$ cat config.mk
export PLATFORM = sky130hd
export DESIGN_NAME = window_steady_state_detector
export DESIGN_NICKNAME = d
export VERILOG_FILES = /design/src/rtl/core/wssd_pkg.sv /design/src/rtl/core/window_steady_state_detector.sv /design/src/rtl/core/wssd_judge.sv
export SDC_FILE = /design/constraint.sdc
export NUM_CORES = 2
export LEC_CHECK = 0
export BUFFER_PORTS_ARGS = -buffer_cell sky130_fd_sc_hd__buf_2
export CELL_PAD_IN_SITES_DETAIL_PLACEMENT = 0
export CELL_PAD_IN_SITES_GLOBAL_PLACEMENT = 1
export CORE_MARGIN = 5
export CORE_UTILIZATION = 58
export DETAILED_ROUTE_END_ITERATION = 10
export PLACE_DENSITY_LB_ADDON = 0.1
export SYNTH_ARGS = -nofsm -noshare
export SYNTH_HDL_FRONTEND = slang
export SYNTH_SLANG_ARGS = --single-unit
$ cat constraint.sdc
create_clock -name clk_i -period 25.9 [get_ports clk_i]
set_input_delay 1.295 -clock clk_i [delete_from_list [all_inputs] [get_ports clk_i]]
set_output_delay 1.295 -clock clk_i [all_outputs]
set_load 0.01 [all_outputs]
$ cat src/rtl/core/wssd_pkg.sv
// shared constants and types of the steady-state detector
package wssd_pkg;

  // default sizes
  localparam int MAX_WINDOW_DEF  = 64;
  localparam int SAMPLE_BITS_DEF = 16;

  // register field widths and reset values
  localparam int WLEN_W = 7;
  localparam int THR_W  = 16;
  localparam logic [WLEN_W-1:0] WLEN_RESET = 7'd16;
  localparam logic [THR_W-1:0]  THR_RESET  = 16'd3277;

  // bus widths
  localparam int APB_AW = 3;
  localparam int APB_DW = 32;

  // register index, taken from paddr[2]
  localparam logic REG_WINDOW_LEN = 1'b0;
  localparam logic REG_OSC_THR    = 1'b1;

  // step commands from the sequencer to the shared arithmetic unit
  typedef struct packed {
    logic clear;
    logic acc;
    logic mul_nmax;
    logic mul_p2p;
    logic mul_lim;
    logic cmp_dev;
    logic cmp_p2p;
  } wssd_ctl_t;

endpackage

$ cat src/rtl/core/window_steady_state_detector.sv
// sliding-window peak-to-peak steady-state detector, top level
//
//  channel | direction | handshake                 | payload
//  in      | to block  | in_valid_i / in_stall_o   | sample_i, restart_i
//  out     | from block| out_valid_o / out_stall_i | in_steady_state_o, window_full_o
//  cfg     | to block  | APB psel/penable/pready   | window_len @0x0, osc_threshold @0x4
//
// A restart or a beat that leaves the window short gives its result in the next cycle.
// A beat that fills the window walks it through the ring memory, one entry a cycle,
// then runs five steps on the shared multiplier/comparator; the result is loaded in the
// done state once the output slot is free, and the next beat is taken only after that.
// Input is stalled while a walk runs or while a result waits on a stalled output.
// No clearing pass after reset; writing window_len empties the window.
module window_steady_state_detector #(
  parameter int MAX_WINDOW  = wssd_pkg::MAX_WINDOW_DEF,
  parameter int SAMPLE_BITS = wssd_pkg::SAMPLE_BITS_DEF
) (
  input  logic                        clk_i,
  input  logic                        rst_ni,
  // input beats
  input  logic                        in_valid_i,
  output logic                        in_stall_o,
  input  logic [SAMPLE_BITS-1:0]      sample_i,
  input  logic                        restart_i,
  // result beats
  output logic                        out_valid_o,
  input  logic                        out_stall_i,
  output logic                        in_steady_state_o,
  output logic                        window_full_o,
  // configuration
  input  logic                        psel,
  input  logic                        penable,
  input  logic                        pwrite,
  input  logic [wssd_pkg::APB_AW-1:0] paddr,
  input  logic [wssd_pkg::APB_DW-1:0] pwdata,
  output logic [wssd_pkg::APB_DW-1:0] prdata,
  output logic                        pready
);

  localparam int LEN_W  = $clog2(MAX_WINDOW + 1);
  localparam int ADDR_W = $clog2(MAX_WINDOW);
  localparam int WLEN_W = wssd_pkg::WLEN_W;
  localparam int THR_W  = wssd_pkg::THR_W;
  localparam int CMP_W  = (LEN_W > WLEN_W) ? LEN_W : WLEN_W;

  typedef enum logic [7:0] {
    S_IDLE = 8'b0000_0001,
    S_WALK = 8'b0000_0010,
    S_NMAX = 8'b0000_0100,
    S_P2P  = 8'b0000_1000,
    S_LIM  = 8'b0001_0000,
    S_CDEV = 8'b0010_0000,
    S_CP2P = 8'b0100_0000,
    S_DONE = 8'b1000_0000
  } wssd_state_e;

  wssd_state_e state_q, state_d;

  logic [WLEN_W-1:0] wl_q;
  logic [THR_W-1:0]  thr_q;
  logic [ADDR_W-1:0] wp_q, wp_d;
  logic [LEN_W-1:0]  fill_q, fill_d;
  logic [LEN_W-1:0]  cnt_q, cnt_d;
  logic              rd_vld_q, rd_vld_d;
  logic              out_valid_q, out_valid_d;
  logic              steady_q, full_q;

  logic [SAMPLE_BITS-1:0] mem [MAX_WINDOW];
  logic [SAMPLE_BITS-1:0] rd_data_q;

  logic [LEN_W-1:0]  n;
  logic [ADDR_W-1:0] wp_eff;
  logic [LEN_W-1:0]  wp_inc;
  logic [LEN_W-1:0]  fill_inc;
  logic              in_acc;
  logic              out_free;
  logic              cfg_we;
  logic              wl_clr;
  logic              mem_we;
  logic              rd_en;
  logic              res_load;
  logic              res_steady;
  logic              res_full;
  logic              judge_steady;
  wssd_pkg::wssd_ctl_t ctl;

  // effective window length: zero acts as one, clamped to the ring size
  always_comb begin
    if (wl_q == '0) begin
      n = LEN_W'(1);
    end else if (CMP_W'(wl_q) > CMP_W'(MAX_WINDOW)) begin
      n = LEN_W'(MAX_WINDOW);
    end else begin
      n = LEN_W'(wl_q);
    end
  end

  // handshakes
  assign out_free   = !out_valid_q || !out_stall_i;
  assign in_stall_o = (state_q != S_IDLE) || !out_free;
  assign in_acc     = in_valid_i && !in_stall_o;
  assign pready     = 1'b1;
  assign cfg_we     = psel && penable && pwrite && pready;
  assign wl_clr     = cfg_we && (paddr[2] == wssd_pkg::REG_WINDOW_LEN);

  // ring pointer and fill count for the incoming sample
  assign wp_eff   = (LEN_W'(wp_q) >= n) ? '0 : wp_q;
  assign wp_inc   = LEN_W'(wp_eff) + LEN_W'(1);
  assign fill_inc = (fill_q < n) ? (fill_q + LEN_W'(1)) : fill_q;

  // sequencer
  always_comb begin
    state_d    = state_q;
    wp_d       = wp_q;
    fill_d     = fill_q;
    cnt_d      = cnt_q;
    rd_vld_d   = 1'b0;
    mem_we     = 1'b0;
    rd_en      = 1'b0;
    res_load   = 1'b0;
    res_steady = 1'b0;
    res_full   = 1'b0;
    ctl        = '0;
    unique case (state_q)
      S_IDLE: begin
        if (in_acc) begin
          if (restart_i) begin
            wp_d     = '0;
            fill_d   = '0;
            res_load = 1'b1;
          end else begin
            mem_we = 1'b1;
            wp_d   = (wp_inc >= n) ? '0 : wp_inc[ADDR_W-1:0];
            fill_d = fill_inc;
            if (fill_inc == n) begin
              state_d   = S_WALK;
              cnt_d     = '0;
              ctl.clear = 1'b1;
            end else begin
              res_load = 1'b1;
            end
          end
        end
      end
      S_WALK: begin
        rd_en    = cnt_q < n;
        rd_vld_d = rd_en;
        ctl.acc  = rd_vld_q;
        if (rd_en) cnt_d = cnt_q + LEN_W'(1);
        if (!rd_en && rd_vld_q) state_d = S_NMAX;
      end
      S_NMAX: begin
        ctl.mul_nmax = 1'b1;
        state_d      = S_P2P;
      end
      S_P2P: begin
        ctl.mul_p2p = 1'b1;
        state_d     = S_LIM;
      end
      S_LIM: begin
        ctl.mul_lim = 1'b1;
        state_d     = S_CDEV;
      end
      S_CDEV: begin
        ctl.cmp_dev = 1'b1;
        state_d     = S_CP2P;
      end
      S_CP2P: begin
        ctl.cmp_p2p = 1'b1;
        state_d     = S_DONE;
      end
      S_DONE: begin
        if (out_free) begin
          res_load   = 1'b1;
          res_steady = judge_steady;
          res_full   = 1'b1;
          state_d    = S_IDLE;
        end
      end
      default: begin
        state_d = S_IDLE;
      end
    endcase
    // a new window length empties the window
    if (wl_clr) begin
      wp_d   = '0;
      fill_d = '0;
    end
  end

  // output slot
  always_comb begin
    out_valid_d = out_valid_q;
    if (res_load) begin
      out_valid_d = 1'b1;
    end else if (!out_stall_i) begin
      out_valid_d = 1'b0;
    end
  end

  // control registers and configuration
  always_ff @(posedge clk_i or negedge rst_ni) begin
    if (!rst_ni) begin
      state_q     <= S_IDLE;
      wp_q        <= '0;
      fill_q      <= '0;
      cnt_q       <= '0;
      rd_vld_q    <= 1'b0;
      out_valid_q <= 1'b0;
      wl_q        <= wssd_pkg::WLEN_RESET;
      thr_q       <= wssd_pkg::THR_RESET;
    end else begin
      state_q     <= state_d;
      wp_q        <= wp_d;
      fill_q      <= fill_d;
      cnt_q       <= cnt_d;
      rd_vld_q    <= rd_vld_d;
      out_valid_q <= out_valid_d;
      if (cfg_we) begin
        unique case (paddr[2])
          wssd_pkg::REG_WINDOW_LEN: begin
            wl_q <= pwdata[WLEN_W-1:0];
          end
          wssd_pkg::REG_OSC_THR: begin
            thr_q <= pwdata[THR_W-1:0];
          end
          default: begin
            thr_q <= thr_q;
          end
        endcase
      end
    end
  end

  // register read-back
  always_comb begin
    unique case (paddr[2])
      wssd_pkg::REG_WINDOW_LEN: prdata = wssd_pkg::APB_DW'(wl_q);
      wssd_pkg::REG_OSC_THR:    prdata = wssd_pkg::APB_DW'(thr_q);
      default:                  prdata = '0;
    endcase
  end

  // result payload
  always_ff @(posedge clk_i) begin
    if (res_load) begin
      steady_q <= res_steady;
      full_q   <= res_full;
    end
  end

  assign out_valid_o       = out_valid_q;
  assign in_steady_state_o = steady_q;
  assign window_full_o     = full_q;

  // sample ring: one write port, one registered read port
  always_ff @(posedge clk_i) begin
    if (mem_we) mem[wp_eff] <= sample_i;
  end

  always_ff @(posedge clk_i) begin
    if (rd_en) rd_data_q <= mem[cnt_q[ADDR_W-1:0]];
  end

  // shared arithmetic unit
  wssd_judge #(
    .SAMPLE_BITS (SAMPLE_BITS),
    .LEN_W       (LEN_W)
  ) u_judge (
    .clk_i    (clk_i),
    .ctl_i    (ctl),
    .smp_i    (rd_data_q),
    .n_i      (n),
    .thr_i    (thr_q),
    .steady_o (judge_steady)
  );

endmodule

$ cat src/rtl/core/wssd_judge.sv
// shared multiply/compare unit: window statistics and the oscillation verdict
module wssd_judge #(
  parameter int SAMPLE_BITS = wssd_pkg::SAMPLE_BITS_DEF,
  parameter int LEN_W       = 7
) (
  input  logic                     clk_i,
  input  wssd_pkg::wssd_ctl_t      ctl_i,
  input  logic [SAMPLE_BITS-1:0]   smp_i,
  input  logic [LEN_W-1:0]         n_i,
  input  logic [wssd_pkg::THR_W-1:0] thr_i,
  output logic                     steady_o
);

  localparam int THR_W  = wssd_pkg::THR_W;
  localparam int SUM_W  = SAMPLE_BITS + LEN_W;
  localparam int MB_W   = (LEN_W > THR_W) ? LEN_W : THR_W;
  localparam int PROD_W = SUM_W + MB_W;
  localparam int LIM_W  = SUM_W + THR_W;

  logic [SUM_W-1:0]       sum_q;
  logic [SAMPLE_BITS-1:0] lo_q;
  logic [SAMPLE_BITS-1:0] hi_q;
  logic [SUM_W-1:0]       nmax_q;
  logic [SUM_W-1:0]       dev_q;
  logic [SUM_W-1:0]       p2p_q;
  logic [LIM_W-1:0]       lim_q;
  logic                   bad_q;

  logic [SUM_W-1:0]  mul_a;
  logic [MB_W-1:0]   mul_b;
  logic [PROD_W-1:0] prod;
  logic [SUM_W-1:0]  dev_d;
  logic [SUM_W-1:0]  cmp_a;
  logic              over;

  // operand selection for the single multiplier
  always_comb begin
    if (ctl_i.mul_lim) begin
      mul_a = sum_q;
      mul_b = MB_W'(thr_i);
    end else if (ctl_i.mul_p2p) begin
      mul_a = SUM_W'(hi_q - lo_q);
      mul_b = MB_W'(n_i);
    end else begin
      mul_a = SUM_W'(hi_q);
      mul_b = MB_W'(n_i);
    end
  end

  assign prod = {{MB_W{1'b0}}, mul_a} * {{SUM_W{1'b0}}, mul_b};

  // distance of n*max from the sum
  assign dev_d = (nmax_q >= sum_q) ? (nmax_q - sum_q) : (sum_q - nmax_q);

  // shared comparator against threshold*sum
  assign cmp_a = ctl_i.cmp_dev ? dev_q : p2p_q;
  assign over  = {cmp_a, {THR_W{1'b0}}} >= lim_q;

  // accumulators and intermediate results
  always_ff @(posedge clk_i) begin
    if (ctl_i.clear) begin
      sum_q <= '0;
      lo_q  <= '1;
      hi_q  <= '0;
      bad_q <= 1'b0;
    end
    if (ctl_i.acc) begin
      sum_q <= sum_q + SUM_W'(smp_i);
      if (smp_i < lo_q) lo_q <= smp_i;
      if (smp_i > hi_q) hi_q <= smp_i;
    end
    if (ctl_i.mul_nmax) nmax_q <= prod[SUM_W-1:0];
    if (ctl_i.mul_p2p) begin
      p2p_q <= prod[SUM_W-1:0];
      dev_q <= dev_d;
    end
    if (ctl_i.mul_lim) lim_q <= prod[LIM_W-1:0];
    if ((ctl_i.cmp_dev || ctl_i.cmp_p2p) && over) bad_q <= 1'b1;
  end

  // an all-zero window is steady
  assign steady_o = (sum_q == '0) || !bad_q;

endmodule

---- Word-level counts from Yosys, hierarchy flattened ----
Memory sizes are Yosys's and may differ from the RTL's. A register that Yosys moved wholly into a read port is not among the register bits.
Cells that the tools add are included.
operators by class
  add/sub/neg operators ................... 7
  equality and inequality tests ........... 17
  reductions and logical operators ........ 28
  divide/modulo/power cells ............... 0
  shift-type cells ........................ 0
  multiply operators ...................... 1
  bitwise operators ....................... 1
  magnitude comparators ................... 9
  muxes and demuxes ....................... 61
operator list
  cell                   count
  $mux W23               6
  $mux W16               7
  $mux W7                11
  $pmux W32 S2           1
  $pmux W8 S8            1
  $sub A23 B23 Y23       2
  $mux W8                5
  $ge A39 B39 Y1         1
  $mul A23 B16 Y39       1
  $mux W6                6
  $add A23 B16 Y23       1
  $ge A23 B23 Y1         1
  $logic_not A23 Y1      1
  $mux W1                22
  $sub A16 B16 Y17       1
  $gt A16 B16 Y1         1
  $lt A16 B16 Y1         1
  $add A7 B1 Y7 const B  2
  $lt A7 B7 Y1           2
  $pmux W7 S2            1
  $ne A2 B2 Y1 const B   6
  $reduce_and A5 Y1      2
  $eq A8 B1 Y1 const B   1
  $eq A8 B2 Y1 const B   1
  other kinds (21)       40
word-level totals
  register bits after elaboration ......... 219
  bits in latches ......................... 0
  bits in writable memories ............... 1024
  memory bits (read-only) ................. 0
  memories kept ........................... 1
  output and inout port bits .............. 37
memory list
  name  depth  bits a word  read ports  clocked after Yosys merged registers in  write ports  line                                text
  mem   64     16           1           1                                        1            window_steady_state_detector.sv:68  logic [SAMPLE_BITS-1:0] mem [MAX_WINDOW];

---- Depth between registers and ports, before layout ----
  depth in word-level cells ............... 13
  depth in mapped cells ................... 34

---- Modules after synthesis ----
A second synthesis with hierarchy kept.
unflattened totals
  cells, all modules ...................... 4404
  area total of the unflattened synthesis .. 66362.4 um2
by module, submodules not included
  module                        area each (um2)  sequential area each (um2)  cells each  times used
  window_steady_state_detector  43336.6          32627.5                     1930        1
  wssd_judge                    23025.8          4594.4                      2474        1

---- Worst setup path before layout ----
OpenSTA, ideal clock, no wires.
  path type ............................... reg-to-reg
  from .................................... register state_q[5]
  to ...................................... register u_judge.lim_q[38] (data pin)
  stages on the path, launching flop included .. 29
  clock period less this slack ............ 9.113 ns
  path slack .............................. 16.787 ns
  arrival time ............................ 8.854 ns
  required time ........................... 25.641 ns
  cells stage by stage .................... dfrtp_1 > buf_6 > or4_4 > nor3_1 > nand3b_1 > inv_1 > clkbuf_1 > buf_2 > buf_2 > buf_1 > nand3_1 > fa_1 > fa_1 > inv_1 > fa_1 > fa_1 > fa_1 > inv_1 > fa_1 > inv_1 > ha_1 > a21oi_1 > o21ai_0 > o31ai_1 > a21oi_1 > a221o_1 > a31oi_1 > nor3_1 > a211o_1
between the ends
  word-level cells in the longest chain between the ends .. 5
  elaborated cells on any way between the ends .. 8
  classes of those cells .................. mul: 1; eq/ne: 2; mux: 5
ends and longest elaborated chain
  item                    line                                 text
  from (decl)             window_steady_state_detector.sv:57   wssd_state_e state_q, state_d;
  from (signal assigned)  window_steady_state_detector.sv:213  state_q <= state_d;
  $eq A8 B4 Y1            window_steady_state_detector.sv:124  unique case (state_q)
  $mux W1                 window_steady_state_detector.sv:124
  $mux W23                wssd_judge.sv:41                     end else if (ctl_i.mul_p2p) begin
  $mux W23                wssd_judge.sv:38                     if (ctl_i.mul_lim) begin
  $mul A23 B16 Y39 (*)    wssd_judge.sv:50                     assign prod = {{MB_W{1'b0}}, mul_a} * {{SUM_W{1'b0}}, mul_b};
  via u_judge.prod[38]    wssd_judge.sv:31                     logic [PROD_W-1:0] prod;
  to (signal assigned)    wssd_judge.sv:77                     if (ctl_i.mul_lim) lim_q <= prod[LIM_W-1:0];
  to (decl)               wssd_judge.sv:26                     logic [LIM_W-1:0] lim_q;
Mark *: on every way through the listed nets, which the timed path passes. The rest lies on a longest branch.
A chain may end at the register's enable or synchronous reset.

---- Worst setup path in the final report ----
  from .................................... register state_q[5]
  to ...................................... register u_judge.lim_q[35] (data pin)
Same word-level chain as after synthesis.

==> results_dict.tcl <==
set metrics [dict create \
    synth-seq-cells 1259 \
    fin_util 0.6416 \
    syn_inst 4429 \
    avgSynthCellArea_um2 14.92 \
    rsz0062_at_grt "false" \
    cts_resized 0 \
    p_seq_frac 0.334 \
    clk_path_buf_depth 3 \
    place_area_um2 68280 \
    fin_ws_ns 16.08 \
    grt_max_degree 144 \
    preCtsSetupSlack_ns 16.03 \
    power.density_nw_per_um2 108.4 \
    post-place-cells 5888 \
    finalSetupViolCount 0 \
    path_clk_slew_ns 0.06 \
    cts_tree "built" \
    synth_commonest_cells "1,173 x edfxtp_1, 439 x inv_1, 336 x mux4_2, 296 x fa_1, 271 x ha_1" \
    synth_mux_area_frac 0.1252 \
    synth_top_family_by_area "adder cells" \
    yosysTopAreaCell "edfxtp_1" \
    worst_ep_arrival_time_ns 10.30 \
    drt_first_pass_iters 5 \
    multi_input_area_um2 26320 \
    grt_antenna_before_repair 4 \
    hold_violations 0 \
    ctsHoldBuffers 0 \
    netlist.area_leader.share 0.5330 \
    grt_pass1_vias 38640 \
    grt_overflow_total 0 \
    nFillCells 8187 \
    postCtsSetupBuffers 0 \
    grt_pass1_wl_mm 244.0 \
    cpMostUsedCell "fa_1" \
    finalSetupTns_ns 0 \
    synth_xor_area_frac 0.01253 \
    grt_usage 0.2696 \
    initial_utilization 0.5858 \
    clkLatencyLatePin_ns 0.76 \
    synth_fa_ha_area_frac 0.1410 \
    register_area_um2 37240 \
    layout-drive-gt1-share 0.1731 \
    peakVddDrop_mv 0.1151 \
    via_per_inst 6.140 \
    io_pins 96 \
    outcome "complete, no violations" \
    leakage_nw 27.54 \
    maxSlewHeadroom 0.1119 \
    critical_path.top_delay_family "adder cells" \
    finalNonFillerCells 6123 \
    cts_buffers 130 \
    final_antenna_net_count 0 \
    coreArea_um2 112800 \
    holdWs_ns 0.4915 \
    power_frac_comb 0.438 \
    clock_power_share 0.228 \
    ys.flop_type "edfxtp_1" \
    root_buffer "clkbuf_16" \
    synth_cell_types 85 \
    min_path_type "reg2reg" \
    area_delta_synth_final_pct 9.518 \
    p_int_mw 4.863 \
    synth_simple_gate_area_frac 0.06650 \
    crit_path_max_incr_delay_ns 0.82 \
    power_mw 7.844 \
    crit_required_ns 26.38 \
    die_area_um2 120800 \
    synthArstFlopShare 0.04210 \
    tightest_slew_ns 1.332 \
    fin_crit_sh 0.3792 \
    num_rows 123 \
    r2r_slack_ns 16.08 \
    switching_share 0.3800 \
    cp_slowest_cell "o41ai_1" \
    p_sw_mw 2.981 \
    synth-edff-count 1173 \
    synth-seq-area-share 0.5633 \
    fmax_mhz 101.8 \
    vias 37600 \
    drc 0 \
    drt_iter0_drc 3700 \
    dieWidth_um 347.5 \
    die_h_um 347.5 \
    cp-end-kind "flip-flop" \
    synth_compound_area_frac 0.05173 \
    gp_congestion 0.8711 \
    htreeDepth 4 \
    avgRoutedWirePerCell_um 26.28 \
    path_class "reg2reg" \
    path_max_fanout 72 \
    yosysMostFrequentCell "edfxtp_1" \
    skew_ns 0.05031 \
    fin_crit_ns 9.822 \
    cap_violations 0 \
    layout.nets 5146 \
    postLayoutCellArea_um2 72370 \
    synth_area_um2 66080 \
    cp_num_buf_inv 6 \
    synthTopCellsByArea "edfxtp_1 53%, mux4_2 11%, fa_1 9.0%, ha_1 5.1%, inv_1 2.5%" \
    wl_mm 160.9 \
    io_buffers 60 \
    start_kind "flip-flop" \
    yosysWarnings 0 \
    cts.sinks 1259 \
    dpl.hpwl_mm 108.9 \
    slew_violations 0 \
]
## placed cells by master, fill, tap and decap left out, types with 48 or more instances in the layout
cell type | netlist | layout
a21oi_1 | 149 | 147
fa_1 | 296 | 296
clkbuf_16 | 0 | 130
inv_1 | 439 | 437
nor3_1 | 49 | 49
a21o_1 | 59 | 59
o21ai_0 | 125 | 122
nand3_1 | 48 | 48
and3_1 | 110 | 110
nand2_1 | 239 | 239
buf_4 | 17 | 116
ha_1 | 271 | 271
xnor2_1 | 55 | 55
nor2_1 | 254 | 250
buf_2 | 10 | 60
mux4_2 | 336 | 336
edfxtp_1 | 1173 | 1173
mux2_2 | 53 | 53
## worst register-to-register path, delay by kind of cell, from the launching register on
family / cells / cell delay [ns]
xor+xnor: 1 / 0.13
buf+inv: 6 / 1.29
flops: 1 / 0.46
simple gates: 6 / 1.47
fa+ha+maj: 7 / 3.43
compound gates: 8 / 2.78
## kinds of logic (layout without fill, tap and decap cells)
logic type,Yosys count,after routing
AO/OA/AOI/OAI,536,536
XOR/XNOR,93,93
adder cells (fa/ha/maj),567,567
buffers and inverters,672,850
flip-flops,1259,1259
multiplexers,400,400
other,2,18
AND/OR/NAND/NOR,900,900
## power groups by stage
stage | registers [mW] | clock network [mW] | logic, mW
detailed placement | 2.66 | 0 | 3.43
CTS | 2.62 | 1.82 | 3.46
global placement | 2.66 | 0 | 3.43
floorplan | 2.55 | 0 | 2.37
finish | 2.62 | 1.79 | 3.43
global route | 2.63 | 1.91 | 3.75
## worst paths after layout
kind                               start                 to  cells after the start
max in group asynchronous         rst_ni           cnt_q[1]                      2
max reg2reg                   state_q[5]  u_judge.lim_q[35]                     28
min in group asynchronous         rst_ni          thr_q[12]                      2
min                        u_judge.bad_q      u_judge.bad_q                      1
min reg2reg                u_judge.bad_q      u_judge.bad_q                      1
max                           state_q[5]  u_judge.lim_q[35]                     28
## layout make-up
type                            count  share of cell area
Sequential cell                  1259              0.5145
Multi-Input combinational cell   2513              0.3637
Clock buffer                      163             0.04680
Tap cell                         1500             0.02593
Inverter                          439             0.02280
Timing Repair Buffer              177             0.01646
Clock inverter                     71            0.009733
Antenna cell                        1          0.00003458
## flip-flops by register name (all words and copies together), names as in the netlist, 16 cells and up
signal / flops
u_judge.p2p_q: 23
u_judge.dev_q: 23
u_judge.nmax_q: 23
u_judge.lo_q: 16
u_judge.sum_q: 23
u_judge.lim_q: 39
u_judge.hi_q: 16
rd_data_q: 16
thr_q: 16
mem: 1024
## routing by layer
layer,part of all wire,up-vias,GRT usage,routed length (µm)
li1,-,16620,-,-
met5,0.000081,-,0,13
met3,0.070,255,0.03810,11240
met2,0.50,1412,0.4515,80220
met1,0.40,19310,0.3709,63790
met4,0.035,2,0.08993,5653
Power figures use the tool's default switching activity.
